<file path="src/rtl/decimal_display_digit_formatter_assert.svh">
// Assertion macros used by the decimal display digit formatter RTL.
`ifndef DECIMAL_DISPLAY_DIGIT_FORMATTER_ASSERT_SVH
`define DECIMAL_DISPLAY_DIGIT_FORMATTER_ASSERT_SVH
`ifndef SYNTH
// Check a property on every rising edge outside reset.
`define DDF_ASSERT(lbl, clk, rstn, prop) \
  lbl: assert property (@(posedge clk) disable iff (!rstn) (prop)) \
    else $error("ddf assertion failed");
// Check that a condition implies a consequence in the next cycle.
`define DDF_ASSERT_NEXT(lbl, clk, rstn, ante, cons) \
  lbl: assert property (@(posedge clk) disable iff (!rstn) (ante) |=> (cons)) \
    else $error("ddf assertion failed");
`else
`define DDF_ASSERT(lbl, clk, rstn, prop)
`define DDF_ASSERT_NEXT(lbl, clk, rstn, ante, cons)
`endif
`endif

</file>
<file path="src/rtl/ddf_pkg.sv">
// Shared types and constants of the decimal display digit formatter.
`default_nettype none
package ddf_pkg;

  localparam int DIGIT_COUNT = 8;
  localparam int VALUE_W = 32;
  localparam int MAG_W = VALUE_W - 1;
  localparam int POS_W = 4;
  localparam int CODE_W = 4;

  localparam logic [CODE_W-1:0] CODE_ZERO = 4'd0;
  localparam logic [CODE_W-1:0] CODE_ONE = 4'd1;
  localparam logic [CODE_W-1:0] CODE_MINUS = 4'd10;
  localparam logic [CODE_W-1:0] CODE_BLANK = 4'd15;

  // floor(n / 10) == (n * RECIP) >> RECIP_SHIFT for every n below 2^32
  localparam int RECIP_W = 32;
  localparam logic [RECIP_W-1:0] RECIP = 32'hCCCC_CCCD;
  localparam int RECIP_SHIFT = 35;
  localparam int PROD_W = MAG_W + RECIP_W;

  localparam int QDEPTH = 2;
  localparam int QPTR_W = (QDEPTH > 1) ? $clog2(QDEPTH) : 1;
  localparam int QCNT_W = $clog2(QDEPTH + 1);

  typedef enum logic [1:0] {
    KIND_POS,
    KIND_ZERO,
    KIND_NEG
  } kind_t;

  typedef struct packed {
    kind_t kind;
    logic [MAG_W-1:0] mag;
  } item_t;

  typedef struct packed {
    logic full;
    logic empty;
  } q_stat_t;

endpackage
`default_nettype wire

</file>
<file path="src/rtl/ddf_queue.sv">
// Short queue of classified values between front and back end.
`default_nettype none
module ddf_queue (
  input  logic             clk,
  input  logic             rst_n,
  input  logic             push,
  input  ddf_pkg::item_t   push_item,
  input  logic             pop,
  output ddf_pkg::item_t   pop_item,
  output ddf_pkg::q_stat_t q_stat
);

  ddf_pkg::item_t               slot_r [ddf_pkg::QDEPTH];
  logic [ddf_pkg::QPTR_W-1:0]   wr_ptr_r, wr_ptr_nxt;
  logic [ddf_pkg::QPTR_W-1:0]   rd_ptr_r, rd_ptr_nxt;
  logic [ddf_pkg::QCNT_W-1:0]   count_r, count_nxt;

  assign q_stat.full  = (count_r == ddf_pkg::QCNT_W'(ddf_pkg::QDEPTH));
  assign q_stat.empty = (count_r == '0);
  assign pop_item     = slot_r[rd_ptr_r];

  always_comb begin
    wr_ptr_nxt = wr_ptr_r;
    rd_ptr_nxt = rd_ptr_r;
    count_nxt  = count_r;
    if (push) begin
      wr_ptr_nxt = (wr_ptr_r == ddf_pkg::QPTR_W'(ddf_pkg::QDEPTH - 1)) ? '0 :
                   wr_ptr_r + 1'b1;
    end
    if (pop) begin
      rd_ptr_nxt = (rd_ptr_r == ddf_pkg::QPTR_W'(ddf_pkg::QDEPTH - 1)) ? '0 :
                   rd_ptr_r + 1'b1;
    end
    if (push && !pop) begin
      count_nxt = count_r + 1'b1;
    end else if (pop && !push) begin
      count_nxt = count_r - 1'b1;
    end
  end

  always_ff @(posedge clk) begin
    if (!rst_n) begin
      wr_ptr_r <= '0;
      rd_ptr_r <= '0;
      count_r  <= '0;
    end else begin
      wr_ptr_r <= wr_ptr_nxt;
      rd_ptr_r <= rd_ptr_nxt;
      count_r  <= count_nxt;
    end
  end

  always_ff @(posedge clk) begin
    if (push) begin
      slot_r[wr_ptr_r] <= push_item;
    end
  end

endmodule
`default_nettype wire

</file>
<file path="config.mk">
export PLATFORM = sky130hd
export DESIGN_NAME = ddf_queue
export DESIGN_NICKNAME = d
export VERILOG_FILES = /design/src/rtl/decimal_display_digit_formatter_assert.svh /design/src/rtl/ddf_pkg.sv /design/src/rtl/ddf_queue.sv
export SDC_FILE = /design/constraint.sdc
export NUM_CORES = 1
export LEC_CHECK = 0
export ABC_AREA = 1
export BUFFER_PORTS_ARGS = -buffer_cell sky130_fd_sc_hd__buf_2
export CORE_MARGIN = 5
export CORE_UTILIZATION = 35
export DETAILED_ROUTE_END_ITERATION = 6
export RECOVER_POWER = 50
export SETUP_SLACK_MARGIN = 0.02
export SLEW_MARGIN = 20
export SYNTH_ARGS = -nofsm -noshare
export SYNTH_HDL_FRONTEND = slang
export SYNTH_SLANG_ARGS = --single-unit
</file>
<file path="constraint.sdc">
create_clock -name clk -period 3.1 [get_ports clk]
set_clock_uncertainty 0.1 [all_clocks]
set_input_delay 0.465 -clock clk [delete_from_list [all_inputs] [get_ports clk]]
set_output_delay 0.465 -clock clk [all_outputs]
set_load 0.1 [all_outputs]
</file>
After elaboration in Yosys (flattened, before gate mapping):

Memories as Yosys holds them, arrays and structs flattened. A register that Yosys moved wholly into a read port is not among the register bits.
Cells that the tools add are included.

* flip-flop bits (word level): 4
* latch bits: 0
* RAM bits: 66
* ROM bits: 0
* input bits: 37
* output and inout bits: 35
* word-level logic and storage cells: 23
* memories kept: 1

Memories
* slot_r: depth 2, bits a word 33, read ports 1, clocked after Yosys merged registers in 1, write ports 1, RTL line ddf_queue.sv:13 `ddf_pkg::item_t slot_r [ddf_pkg::QDEPTH];`

* $add $sub $neg: 4
* multipliers: 0
* divide/modulo/power cells: 0
* magnitude comparators: 0
* eq/ne operators: 1
* shift-type cells: 0
* mux-type cells: 8
* bitwise logic cells: 0
* reduce and logical (&&, ||, !) cells: 6

Operators by type and width (number)
* two-way mux 1 bit: 6
* two-way mux 2 bit: 2
* adder 1 bit, second input constant: 2
* adder 2 x 1 -> 2 bit, second input constant: 1
* equality test 2 bit, second input constant: 1
* logical AND 1 bit: 2
* logical NOT 1 bit: 2
* logical NOT 2 bit: 1
* nonzero test 2 bit: 1
* subtractor 2 x 1 -> 2 bit, second input constant: 1

Logic depth before layout (Yosys ltp):

* word-level depth: 4
* gate-level depth with buffers: 8
* mapped depth without buffers: 8

Worst setup path before layout:

OpenSTA, ideal clock, no wires.

* path kind: input port to flip-flop
* start: input push
* end: memory slot_r[0][0] (netlist bit) (enable)
* library setup time: 424 ps
* arrival: 1896 ps
* required time: 2576 ps
* path slack: 680 ps
* cell stages on the path: 2
* buffers on the path: 0
* cells stage by stage: inv_1 nor2_1

* word-level cells in the longest chain between the ends: 2

Ends and longest elaborated chain
* start, declared: RTL line ddf_queue.sv:6 `input logic push,`
* two-way mux 1 bit: RTL line ddf_queue.sv:54 `if (push) begin`
* two-way mux 1 bit (not written as such): RTL line ddf_queue.sv:55 `slot_r[wr_ptr_r] <= push_item;`
* end, declared: RTL line ddf_queue.sv:13

No other way between the ends.

==> metrics.cfg <==
[layout]
fill_cells=691
layoutNonFillerInstCount=326
area_growth_pct=23.2
drive_gt1_frac=0.473
utilization=0.441
n_antenna_cell=0
num-nets-final=257

[route]
routed_wl_mm=4.68
ant_nets=0
via_per_inst=4.32
drt_pass1_iterations=2
vias=1409
wl_per_cell_um=14.3
drc_errors=0
drt_iter0_markers=25

[worst_setup_path]
end_kind=primary output
r2r_slack_ns=0.75
critPathKind=register to primary output
worstSetupStartpointType=register
crit_arrival_ns=1.84
required_ns=2.53
crit_fanout=23
worst_r2r_path_depth=2
worstReg2RegStart=wr_ptr_r$_SDFFE_PN0P_

[logic_synthesis]
syn_area_per_cell_sq_um=20.0
ys_ff_latch=71
yosysTopAreaCell=edfxtp_1
syn_area_sq_um=2770
ys_seq_area_frac=0.753
ys.flop_type=edfxtp_1
synth_area_leaders=edfxtp_1 72%, mux2_4 16%, dfxtp_1 3.6%
async_flop_share=0
syn_inst=138
synth.most_common_cell=edfxtp_1
synth.distinct_cells=14
synth_top_area_share=0.717
ys_warn_count=0
synthTopCellsByCount=66 x edfxtp_1, 30 x mux2_4, 9 x nor2_1
synth_edf_count=66
syn-num-nets=176

[global_route]
grt_max_degree=34
grt_antenna_before_repair=0
groute.usage.overall=0.0994
grt_pass1_wl_mm=7.20
grt_overflow=0
grt_pass1_vias=1514

[min_path]
hold_path_class=input pin to register
hold_depth=1
hold_start=push_item[8]

[timing]
setup_viol=0
fin_ws_ns=0.695
post-route-min-period_ns=2.41
rsz0062_at_grt=no
final_max_slew_viol_count=34
worstMarginPinSlew_ns=1.94
hold_viol_final=0
fmax_mhz=416
fin_setup_tns_ns=0
whs_ns=0.209
relSlewSlack=-0.293
fin_crit_sh=0.776

[clock_tree]
postCtsSetupRepairBufs=0
clockBufferDepth=2
cts_made_buffers=9
postCtsHoldBufs=0
clk_pin_slew_ns=0.07
cts_tree=built
cts_resized=0
cts_htree_levels=3
cts_root_buffer=clkbuf_8
clk_latency_ns=0.34
clock_sinks=71

[die]
start_util=0.358
die_h_um=98.9
core_area_sq_um=7730
fp-row-count=32
pin_count=72
die_w_um=98.9
dieArea_sq_um=9780

[pwr]
pwr_density_cell_nw_per_um2=709
total_leakage_power_nw=1.35
vdd_drop_max_mv=0.218

[place]
numPortBuffers=71
dp.final_hpwl_mm=3.12
dp.cells=310
place_ws_ns=1.04
place.gp.congestion=0.682

[status]
status=finished, violations left
violations=max-capacitance violations, max-slew violations

[flow_run]
maxCapViolations=1

## layout make-up
type / instances / area, sq um / area share
Inverter: 8 / 30.0 / 0.00882
Tap cell: 102 / 128 / 0.0375
Clock inverter: 7 / 87.6 / 0.0257
Sequential cell: 71 / 2080 / 0.612
Clock buffer: 9 / 124 / 0.0364
Timing Repair Buffer: 74 / 364 / 0.107
Multi-Input combinational cell: 55 / 589 / 0.173
## per-stage QoR
| step | cell area [sq um] | total power [W] |
|---|---|---|
| after floorplan | 2770 | 0.00159 |
| after global placement | 3220 | 0.00166 |
| after detailed placement | 3220 | 0.00167 |
| after CTS | 3430 | 0.00245 |
| after global routing | 3410 | 0.00250 |
| final | 3410 | 0.00241 |
## path summary, 6_finish.rpt
| check | end |
|---|---|
| min reg2reg | rd_ptr_r$_SDFFE_PN0P_ |
| max | pop_item[17] |
| min | slot_r[0][8]$_DFFE_PP_ |
| max reg2reg | slot_r[0][20]$_DFFE_PP_ |
## cells in the final DEF, fill, tap and decap left out, drive strengths merged, types with 2 or more instances in the layout
cell type / count
buf: 55
bufinv: 2
clkbuf: 28
clkinv: 4
dfxtp: 5
edfxtp: 66
inv: 8
mux2: 33
nand2: 8
nor2: 9
## sequential cells by signal (all words and copies together) (netlist names), named ones only
name	count
count_r	2
slot_r	66
wr_ptr_r	1
rd_ptr_r	1
## cells by family (layout without fill, tap and decap cells)
logic type | count (synthesis) | in the layout | share of synthesized area
multiplexers | 33 | 33 | 0.175
AND/OR/NAND/NOR | 19 | 19 | 0.0271
AO/OA/AOI/OAI | 2 | 2 | 0.00362
buffers and inverters | 12 | 98 | 0.0367
flip-flops | 71 | 71 | 0.753
adder cells (fa/ha/maj) | 1 | 1 | 0.00452
## critical path, cell delays in order (launching register included)
cell     delay (ns)
dfxtp_2        0.57
buf_12         0.25
mux2_2         0.36
buf_2          0.29
## report_power, final
part	switching [W]	leakage (nW)	internal (W)
sequential	0.0000204	0.661	0.00111
clock	0.000330	0.109	0.000447
combinational	0.000398	0.577	0.000112
total	0.000748	1.35	0.00166
## per-layer routing
metal | track usage | wire length [um] | share of wire
met5 | 0 | 0 | 0
met4 | 0.0662 | 117 | 0.025
met3 | 0.0326 | 259 | 0.055
met2 | 0.170 | 2520 | 0.54
met1 | 0.103 | 1780 | 0.38
Power figures use the tool's default switching activity.
