--- config.mk ---
export PLATFORM = sky130hd
export DESIGN_NAME = ddf_front
export DESIGN_NICKNAME = d
export VERILOG_FILES = /design/src/rtl/decimal_display_digit_formatter_assert.svh /design/src/rtl/ddf_pkg.sv /design/src/rtl/ddf_front.sv
export SDC_FILE = /design/constraint.sdc
export NUM_CORES = 1
export LEC_CHECK = 0
export BUFFER_PORTS_ARGS = -buffer_cell sky130_fd_sc_hd__buf_4
export CAP_MARGIN = 40
export CORE_MARGIN = 2
export CORE_UTILIZATION = 23
export DETAILED_ROUTE_END_ITERATION = 6
export GPL_TIMING_DRIVEN = 1
export PLACE_DENSITY_LB_ADDON = 0.05
export SLEW_MARGIN = 20
export SYNTH_ARGS = -nofsm -noshare
export SYNTH_HDL_FRONTEND = slang
export SYNTH_SLANG_ARGS = --single-unit
--- constraint.sdc ---
create_clock -name vclk -period 0.8
set_input_delay 0.16 -clock vclk [all_inputs]
set_output_delay 0.16 -clock vclk [all_outputs]
set_load 0.01 [all_outputs]
--- src/rtl/decimal_display_digit_formatter_assert.svh ---
// Assertion macros used by the decimal display digit formatter RTL.
`ifndef DECIMAL_DISPLAY_DIGIT_FORMATTER_ASSERT_SVH
`define DECIMAL_DISPLAY_DIGIT_FORMATTER_ASSERT_SVH
`ifndef SYNTH
// Check a property on every rising edge outside reset.
`define DDF_ASSERT(lbl, clk, rstn, prop) \
  lbl: assert property (@(posedge clk) disable iff (!rstn) (prop)) \
    else $error("ddf assertion failed");
// Check that a condition implies a consequence in the next cycle.
`define DDF_ASSERT_NEXT(lbl, clk, rstn, ante, cons) \
  lbl: assert property (@(posedge clk) disable iff (!rstn) (ante) |=> (cons)) \
    else $error("ddf assertion failed");
`else
`define DDF_ASSERT(lbl, clk, rstn, prop)
`define DDF_ASSERT_NEXT(lbl, clk, rstn, ante, cons)
`endif
`endif

--- src/rtl/ddf_pkg.sv ---
// Shared types and constants of the decimal display digit formatter.
`default_nettype none
package ddf_pkg;

  localparam int DIGIT_COUNT = 8;
  localparam int VALUE_W = 32;
  localparam int MAG_W = VALUE_W - 1;
  localparam int POS_W = 4;
  localparam int CODE_W = 4;

  localparam logic [CODE_W-1:0] CODE_ZERO = 4'd0;
  localparam logic [CODE_W-1:0] CODE_ONE = 4'd1;
  localparam logic [CODE_W-1:0] CODE_MINUS = 4'd10;
  localparam logic [CODE_W-1:0] CODE_BLANK = 4'd15;

  // floor(n / 10) == (n * RECIP) >> RECIP_SHIFT for every n below 2^32
  localparam int RECIP_W = 32;
  localparam logic [RECIP_W-1:0] RECIP = 32'hCCCC_CCCD;
  localparam int RECIP_SHIFT = 35;
  localparam int PROD_W = MAG_W + RECIP_W;

  localparam int QDEPTH = 2;
  localparam int QPTR_W = (QDEPTH > 1) ? $clog2(QDEPTH) : 1;
  localparam int QCNT_W = $clog2(QDEPTH + 1);

  typedef enum logic [1:0] {
    KIND_POS,
    KIND_ZERO,
    KIND_NEG
  } kind_t;

  typedef struct packed {
    kind_t kind;
    logic [MAG_W-1:0] mag;
  } item_t;

  typedef struct packed {
    logic full;
    logic empty;
  } q_stat_t;

endpackage
`default_nettype wire

--- src/rtl/ddf_front.sv ---
// Front end: takes a value beat, classifies its sign and queues it.
`default_nettype none
module ddf_front (
  input  logic                          start,
  input  logic [ddf_pkg::VALUE_W-1:0]   in_value,
  input  ddf_pkg::q_stat_t              q_stat,
  output logic                          busy,
  output logic                          push,
  output ddf_pkg::item_t                push_item
);

  assign busy = q_stat.full;
  assign push = start && !q_stat.full;

  always_comb begin
    push_item.mag = in_value[ddf_pkg::MAG_W-1:0];
    if (in_value[ddf_pkg::VALUE_W-1]) begin
      push_item.kind = ddf_pkg::KIND_NEG;
    end else if (in_value == '0) begin
      push_item.kind = ddf_pkg::KIND_ZERO;
    end else begin
      push_item.kind = ddf_pkg::KIND_POS;
    end
  end

endmodule
`default_nettype wire

# [After elaboration in Yosys (flattened, before gate mapping)]
# Cells that the tools add are included.
[op_classes] mux=2 reduce_logical=3
[ops] cell="logical NOT 32 bit" count=1
[ops] cell="two-way mux 2 bit" count=1
[ops] cell="logical AND 1 bit" count=1
[ops] cell="logical NOT 1 bit" count=1
[ops] cell="two-way mux 1 bit" count=1
[word_totals] ff_bits=0 out_inout_bits=35 word_cells=5 in_bits=35

# [Logic depth before layout (Yosys ltp)]
# Gate-level depths: netlist of the first run.
[depth] word_depth=3 mapped_depth=3 mapped_depth_nobuf=3

# [Least setup slack after synthesis of the first run]
# OpenSTA, ideal clock, no wires.
[synth_timing] kind="input to output" startpoint="input in_value[26] (netlist name)" endpoint="output push_item[31] (netlist name)" arrival_time_ps=707 slack_ps=-67 required_time_ps=640 cell_stages=3 path_buffers=0 path_cell_list="nor4_1 nand4_1 nor2_1"
[synth_rtl] element="start: declaration" line="ddf_front.sv:5" rtl="input logic [ddf_pkg::VALUE_W-1:0] in_value,"
[synth_rtl] element="end: declaration" line="ddf_front.sv:9" rtl="output ddf_pkg::item_t push_item"

==> results of run 1 <==
==> power by group through the flow <==
stage          logic, uW  clock network, uW  registers [uW]
5_1_grt              461                  0               0
4_1_cts              409                  0               0
3_3_place_gp         370                  0               0
3_5_place_dp         373                  0               0
2_1_floorplan        186                  0               0
6_report             433                  0               0
==> worst paths after layout <==
path / end / cells after the start
max: push_item[31] / 5
min: push_item[18] / 2
==> what timing repair did <==
| action | in CTS | in global routing |
|---|---|---|
| hold buffers | 0 | 0 |
| setup endpoints to repair | 1 | 1 |
| pin swaps | 7 | 7 |
| gates cloned | 0 | 0 |
| resized for setup | 14 | 10 |
==> through the flow <==
step / setup slack [ps] / setup TNS, ps / total power, uW / area, um2
after floorplan: -45.3 / -45.3 / 186 / 365
after global placement: -317 / -317 / 370 / 677
after detailed placement: -335 / -335 / 373 / 677
after CTS: -283 / -283 / 409 / 752
after global routing: -325 / -325 / 461 / 802
final: -261 / -261 / 433 / 802
==> area by class of cell <==
cell class | instances | area, um2 | share of cell area
timing repair buffer | 72 | 597 | 0.744
tap | 15 | 18.8 | 0.0234
multi-input combinational | 12 | 186 | 0.232
==> routing by layer <==
layer  track usage  vias up  wire length [um]
met5             0        -                 0
met2         0.253       40               614
met1         0.114      187               320
met3        0.0609        0               195
li1              -      200                 -
met4             0        0                 0
==> cell usage in the layout (no fill, tap or decap) <==
cell	instances
nor4_2	1
buf_4	58
nor2b_1	1
buf_6	13
nor4_4	7
nor2_2	1
nand4_1	2
buf_8	1
==> logic make-up after synthesis <==
| kind of cell | count (synthesis) | share of synthesized area |
|---|---|---|
| and+or+nand+nor | 12 | 0.241 |
| buffers and inverters | 33 | 0.759 |
==> qor.yml, run 1 <==
power:
  ir_worst_vdd_v: 0.000257
  p_per_area_nw_per_um2: 539
  p_int_uw: 266
  power_frac_clock: 0
  p_sw_uw: 167
  seqPwrFrac: 0
  p_leak_uw: 0.000387
  sw_frac_of_total: 0.386
  combPwrFrac: 1.000
sta:
  tightest_slew_ps: 201
  hold_viol_final: 0
  setup_viol: 1
  rsz0062_at_grt: "yes"
  layout_setup_ws_ps: -261
  holdWs_ps: 505
  relSlewSlack: 0.865
  period_share: 1.33
  max_clock_freq_mhz: 942
  period_minus_slack_ps: 1060
  slew_viol_final: 0
synthesis:
  synth_cell_type_count: 6
  synth_top_cell_area_share: 0.759
  synthTopCellsByCount: "buf_4 (33), nor4_1 (7), nand4_1 (2)"
  synth_area_um2: 327
  ys_top_cells_by_area: "buf_4 (76%), nor4_1 (13%), nand4_1 (3.8%)"
  post-synth-top-count-cell: "buf_4"
  synth_seq_area_share: 0
  yosys_warnings: 0
  synth_area_leader_cell: "buf_4"
  synth_cells: 45
  avgSynthCellArea_um2: 7.26
  syn-num-nets: 80
grt:
  grt_pass1_vias: 442
  gr-usage-all-layers: 0.124
  grt_pass1_wl_um: 1810
  grt_max_degree: 3
  antenna_found_initial: 0
  grt-ovfl-total: 0
hold_path:
  hp-class: "input port to output port"
  worstHoldStart: "in_value[18]"
setup_path:
  cp-start-kind: "input port"
  end_kind: "output port"
  crit_start: "in_value[10]"
  path_class: "input port to output port"
  critical-path-top-delay-family: "simple AND/OR/NAND/NOR gates"
  crit_top_cell: "buf_4"
  required_ps: 640
  path_max_fanout: 2
  critPathMaxStageDelay_ps: 240
  arrival_ps: 900
  cp_num_buf_inv: 2
  slowest_stage: "nor4_4"
  crit_chain: "buf_4 -> nor4_4 -> nand4_1 -> nor2_2 -> buf_4"
floorplanning:
  core-area_um2: 1320
  die_width_um: 41.7
  num_rows: 13
  start_util: 0.248
  dieArea_um2: 1740
  ios: 70
  die_h_um: 41.7
cts:
  cts.repair_timing.setup_buffer_count: 0
route:
  route.detailed.drc: 0
  avgViaCountPerCell: 4.31
  drt_iter0_drc: 0
  dr.pass1.iters: 1
  ant_nets: 0
  avgRoutedWirePerCell_um: 11.4
  routed_wl_um: 1130
  via_count: 427
placement:
  dp_hpwl_um: 950
  dp.cells: 99
  place_congestion: 0.639
  io_buffer_count: 69
flow_run:
  cap_viol_max_count: 0
cells_and_area:
  syn2layout_area_growth_pct: 146
  nClkBuffers: 0
  nets: 121
  drive_above_1_share: 0.964
  antennaDiodeCount: 0
  final_cells: 99
  regArea_um2: 0
  fin_util: 0.609
  fillCellCount: 125
  seq_cells: 0
status:
  violations: "negative setup slack"
  status: "finished with violations"
(Power assumes the default switching activity.)
==> inputs of run 2 (changes only) <==
Settings changed: CELL_PAD_IN_SITES_DETAIL_PLACEMENT set to 1, CELL_PAD_IN_SITES_GLOBAL_PLACEMENT set to 1, CORE_UTILIZATION 23 to 12.
==> run 2 against run 1 <==
Net effect:
- the run still ends with negative setup slack left
- sequential share of layout area did not move
- utilization fell by 29 points
- global-route usage fell by 6.1 points
- sequential cell count did not move
- wire length rose by 7.5%
- critical path type unchanged
- final area rose by 1.2%
- critical endpoint unchanged
- via count rose by 3.7%
- final cell count rose by 18%
- worst hold slack got worse by 1.2 ps
- clock-buffer cell count did not move
- non-clock buffer count rose by 3
==> qor.yml, run 2 (synthesized netlist as in run 1, its figures left out) <==
floorplanning:
  die_h_um: 56.2  # +35%
  start_util: 0.129  # -0.118
  die_width_um: 56.2  # +35%
  ios: 70  # unchanged
  num_rows: 18  # +5
  dieArea_um2: 3150  # +82%
  core-area_um2: 2520  # +91%
sta:
  period_share: 1.35  # +0.0256
  slew_viol_final: 0  # unchanged
  tightest_slew_ps: 197  # -4.03 ps
  setup_viol: 1  # unchanged
  rsz0062_at_grt: "yes"
  hold_viol_final: 0  # unchanged
  relSlewSlack: 0.867  # +0.00271
  layout_setup_ws_ps: -282  # -20.5 ps
  max_clock_freq_mhz: 924  # -1.9%
  period_minus_slack_ps: 1080  # +20.5 ps
power:
  p_per_area_nw_per_um2: 529  # -2.0%
  p_sw_uw: 166  # -0.67%
  p_int_uw: 263  # -0.84%
  p_leak_uw: 0.000392  # +1.4%
  sw_frac_of_total: 0.387  # +0.000408
  combPwrFrac: 1.000  # about the same
  seqPwrFrac: 0  # unchanged
  ir_worst_vdd_v: 0.000189  # -26%
  power_frac_clock: 0  # unchanged
cells_and_area:
  antennaDiodeCount: 0  # unchanged
  seq_cells: 0  # unchanged
  syn2layout_area_growth_pct: 149
  final_common_cell: "buf_4"
  nClkBuffers: 0  # unchanged
  nets: 124  # +2.5%
  final_cell_mix: "buf_4 (67), buf_6 (7), nor4_4 (6)"
  fillCellCount: 310  # +150%
  drive_above_1_share: 0.966  # +0.00123
  regArea_um2: 0  # unchanged
  multiInputGateArea_um2: 178  # -4.7%
  final_cell_area_um2: 812  # +1.2%
flow_run:
  cap_viol_max_count: 0  # unchanged
status:
  status: "finished with violations"
  violations: "negative setup slack"
hold_path:
  hp-class: "input port to output port"
  min_path_cells: 2  # unchanged
grt:
  top_usage_layer: "met2"
  gr-usage-all-layers: 0.0628  # -0.0613
  antenna_found_initial: 0  # unchanged
  grt_pass1_wl_um: 1750  # -3.4%
  grt_max_degree: 3  # unchanged
  use_met3: 0.0256  # -0.0353
  grt-ovfl-total: 0  # unchanged
  grtUsageMet1: 0.0618  # -0.0525
  grt_pass1_vias: 424  # -4.1%
  met2_usage: 0.128  # -0.125
setup_path:
  cp-start-kind: "input port"
  end_kind: "output port"
  arrival_ps: 920  # +20 ps
  path_class: "input port to output port"
  required_ps: 640  # about the same
  path_max_fanout: 2  # unchanged
route:
  ant_nets: 0  # unchanged
  via_count: 443  # +3.7%
  dr.pass1.iters: 2  # +1
  avgViaCountPerCell: 3.79  # -12%
  avgRoutedWirePerCell_um: 10.4  # -9.0%
  drt_iter0_drc: 4  # +4
  routed_wl_um: 1210  # +7.5%
  route.detailed.drc: 0  # unchanged
placement:
  placed_area_um2: 726  # +7.2%
  place_congestion: 0.664  # +3.9%
  dpl_worst_slack_ps: -401  # -66.4 ps
  io_buffer_count: 69  # unchanged
==> run 2: cell types whose count changed in the layout (fill, tap and decap cells not counted), sizes merged <==
cell	before	now
buf	72	75
==> run 2: per-layer routing <==
| layer | vias to the layer above | wire (um) |
|---|---|---|
| met5 | - | 0 |
| met4 | 0 | 0 |
| met3 | 0 | 236 |
| met2 | 44 | 611 |
| met1 | 192 | 365 |
| li1 | 207 | - |
==> run 2: final timing paths <==
path          from             to  slack (ps)
min   in_value[16]  push_item[16]         500
max   in_value[11]  push_item[31]        -280
==> run 2: metrics by stage <==
step	hold WS [ps]	total power, uW	cells	TNS [ps]	utilization
global placement	509	389	118	-457	0.288
floorplan	366	186	45	-45.3	-
global route	510	456	117	-342	0.322
detailed placement	509	390	118	-401	0.288
CTS	507	429	117	-315	0.317
finish	504	429	117	-282	0.322
==> run 2: repair_timing <==
item,4_1_cts,5_1_grt
pin swaps,6,4
hold buffers,0,0
endpoints found under the setup margin,1,1
setup buffers,0,0
gates resized for setup,14,3
==> run 2: power by group through the flow <==
stage                     sequential [uW]  combinational [uW]  clock, uW
after floorplan                         0                 186          0
after global placement                  0                 389          0
after detailed placement                0                 390          0
after CTS                               0                 429          0
after global routing                    0                 456          0
final                                   0                 429          0
==> run 2: worst max-delay path, stage by stage <==
cell     delay, ps
buf_4          110
nor4_2         250
nand4_1        140
nor2_2         130
buf_4          120
==> run 2: area by class of cell <==
type,instances,area share
multi-input combinational,12,0.219
tap,30,0.0462
timing repair buffer,75,0.735
==> inputs of run 3 (changes only) <==
Settings changed: PLACE_DENSITY_LB_ADDON 0.05 to 0.1.
Clock period 0.8 ns to 0.9 ns, I/O delays scaled along.
==> run 3 against run 2 <==
Net effect:
- the flow still finishes with violations (negative setup slack)
- combinational power is 21% lower
- via count is 6.8% lower
- largest power group unchanged
- non-clock buffer count is 5 lower
- worst setup slack better by 48 ps
- first-iteration DRC count is 75% lower
- critical path type unchanged
- wire length is 0.99% lower
- global-route usage is 0.62 points higher
==> qor.yml, run 3 (synthesized netlist as in run 1, its figures left out) <==
setup_path:
  cp_num_buf_inv: 2  # unchanged
  arrival_ps: 950  # +30 ps
  slowest_stage: "nor4_2"
  critPathMaxStageDelay_ps: 270  # +20 ps
  crit_chain: "buf_4 -> nor4_2 -> nand4_1 -> nor2_2 -> buf_4"
  cp-start-kind: "input port"
  critical-path-top-delay-family: "simple AND/OR/NAND/NOR gates"
  required_ps: 720  # +80 ps
  crit_top_cell: "buf_4"
  path_class: "input port to output port"
  end_kind: "output port"
  path_max_fanout: 2  # unchanged
floorplanning:
  die_h_um: 56.2  # unchanged
  ios: 70  # unchanged
  die_width_um: 56.2  # unchanged
  core-area_um2: 2520  # unchanged
  dieArea_um2: 3150  # unchanged
  num_rows: 18  # unchanged
  start_util: 0.129  # unchanged
grt:
  grt_pass1_wl_um: 1860  # +6.8%
  grt_max_degree: 3  # unchanged
  grt-ovfl-total: 0  # unchanged
  grt_pass1_vias: 406  # -4.2%
  gr-usage-all-layers: 0.0689  # +0.00618
  antenna_found_initial: 0  # unchanged
sta:
  hold_viol_final: 0  # unchanged
  slew_viol_final: 0  # unchanged
  tightest_slew_ps: 220  # +22.5 ps
  relSlewSlack: 0.852  # -0.0152
  layout_setup_ws_ps: -234  # +47.8 ps
  max_clock_freq_mhz: 882
  period_share: 1.26
  setup_viol: 1  # unchanged
  rsz0062_at_grt: "yes"
  period_minus_slack_ps: 1130
power:
  combPwrFrac: 1.000  # about the same
  power_frac_clock: 0  # unchanged
  p_per_area_nw_per_um2: 474  # -10%
  p_sw_uw: 135  # -19%
  p_int_uw: 204  # -23%
  ir_worst_vdd_v: 0.000135  # -29%
  p_leak_uw: 0.000352  # -10%
  seqPwrFrac: 0  # unchanged
  total_power_uw: 338  # -21%
  sw_frac_of_total: 0.398  # +0.0112
cells_and_area:
  fin_util: 0.283  # -0.0387
  antennaDiodeCount: 0  # unchanged
  final_common_cell: "buf_4"
  drive_above_1_share: 0.963  # -0.00210
  syn2layout_area_growth_pct: 119
  nClkBuffers: 0  # unchanged
  nets: 119  # -4.0%
  fillCellCount: 321  # +3.5%
  multiInputGateArea_um2: 151  # -15%
  regArea_um2: 0  # unchanged
  final_cell_mix: "buf_4 (70), nor4_2 (5), nor4_4 (3)"
  seq_cells: 0  # unchanged
route:
  drt_iter0_drc: 1  # -3
  route.detailed.drc: 0  # unchanged
  routed_wl_um: 1200  # -0.99%
  via_count: 413  # -6.8%
  avgRoutedWirePerCell_um: 10.7  # +3.4%
  ant_nets: 0  # unchanged
  avgViaCountPerCell: 3.69  # -2.6%
  dr.pass1.iters: 2  # unchanged
cts:
  cts.repair_timing.setup_buffer_count: 0  # unchanged
  cts_hold_buf: 0  # unchanged
placement:
  io_buffer_count: 69  # unchanged
  dpl_worst_slack_ps: -351  # +49.8 ps
  place_congestion: 0.663  # -0.21%
  dp_hpwl_um: 1130
hold_path:
  hp-class: "input port to output port"
status:
  status: "finished with violations"
  violations: "negative setup slack"
flow_run:
  cap_viol_max_count: 0  # unchanged
-- run 3: final timing paths --
kind	end	cells past startpoint	slack (ps)	startpoint
worst max-delay path	push_item[31]	5	-230	in_value[7]
worst min-delay path	busy	2	550	q_stat[1]
-- run 3: cell type report --
cell class,count,area share
Timing Repair Buffer,70,0.736
Multi-Input combinational cell,12,0.212
Tap cell,30,0.0525
-- run 3: layer usage --
layer	vias up	global-route usage	wire, um
li1	196	-	-
met1	181	0.0797	376
met2	36	0.129	638
met3	0	0.0233	187
met4	0	0	0
met5	-	0	0
-- run 3: power by group through the flow --
stage                     clock, uW  combinational, uW  sequential, uW
after floorplan                   0                161               0
after global placement            0                311               0
after detailed placement          0                313               0
after CTS                         0                339               0
after global routing              0                362               0
final                             0                338               0
-- run 3: timing repair --
| item | CTS | global route |
|---|---|---|
| pin swaps | 1 | 1 |
| gates resized for setup | 8 | 2 |
| endpoints found under the setup margin | 1 | 1 |
-- run 3: through the flow --
stage | std cells | area, um2 | setup TNS, ps | hold WS, ps
finish | 112 | 714 | -234 | 551
global route | 112 | 714 | -312 | 560
CTS | 112 | 702 | -261 | 551
detailed placement | 112 | 644 | -351 | 548
global placement | 112 | 644 | -350 | 547
floorplan | 45 | 329 | 0 | 406
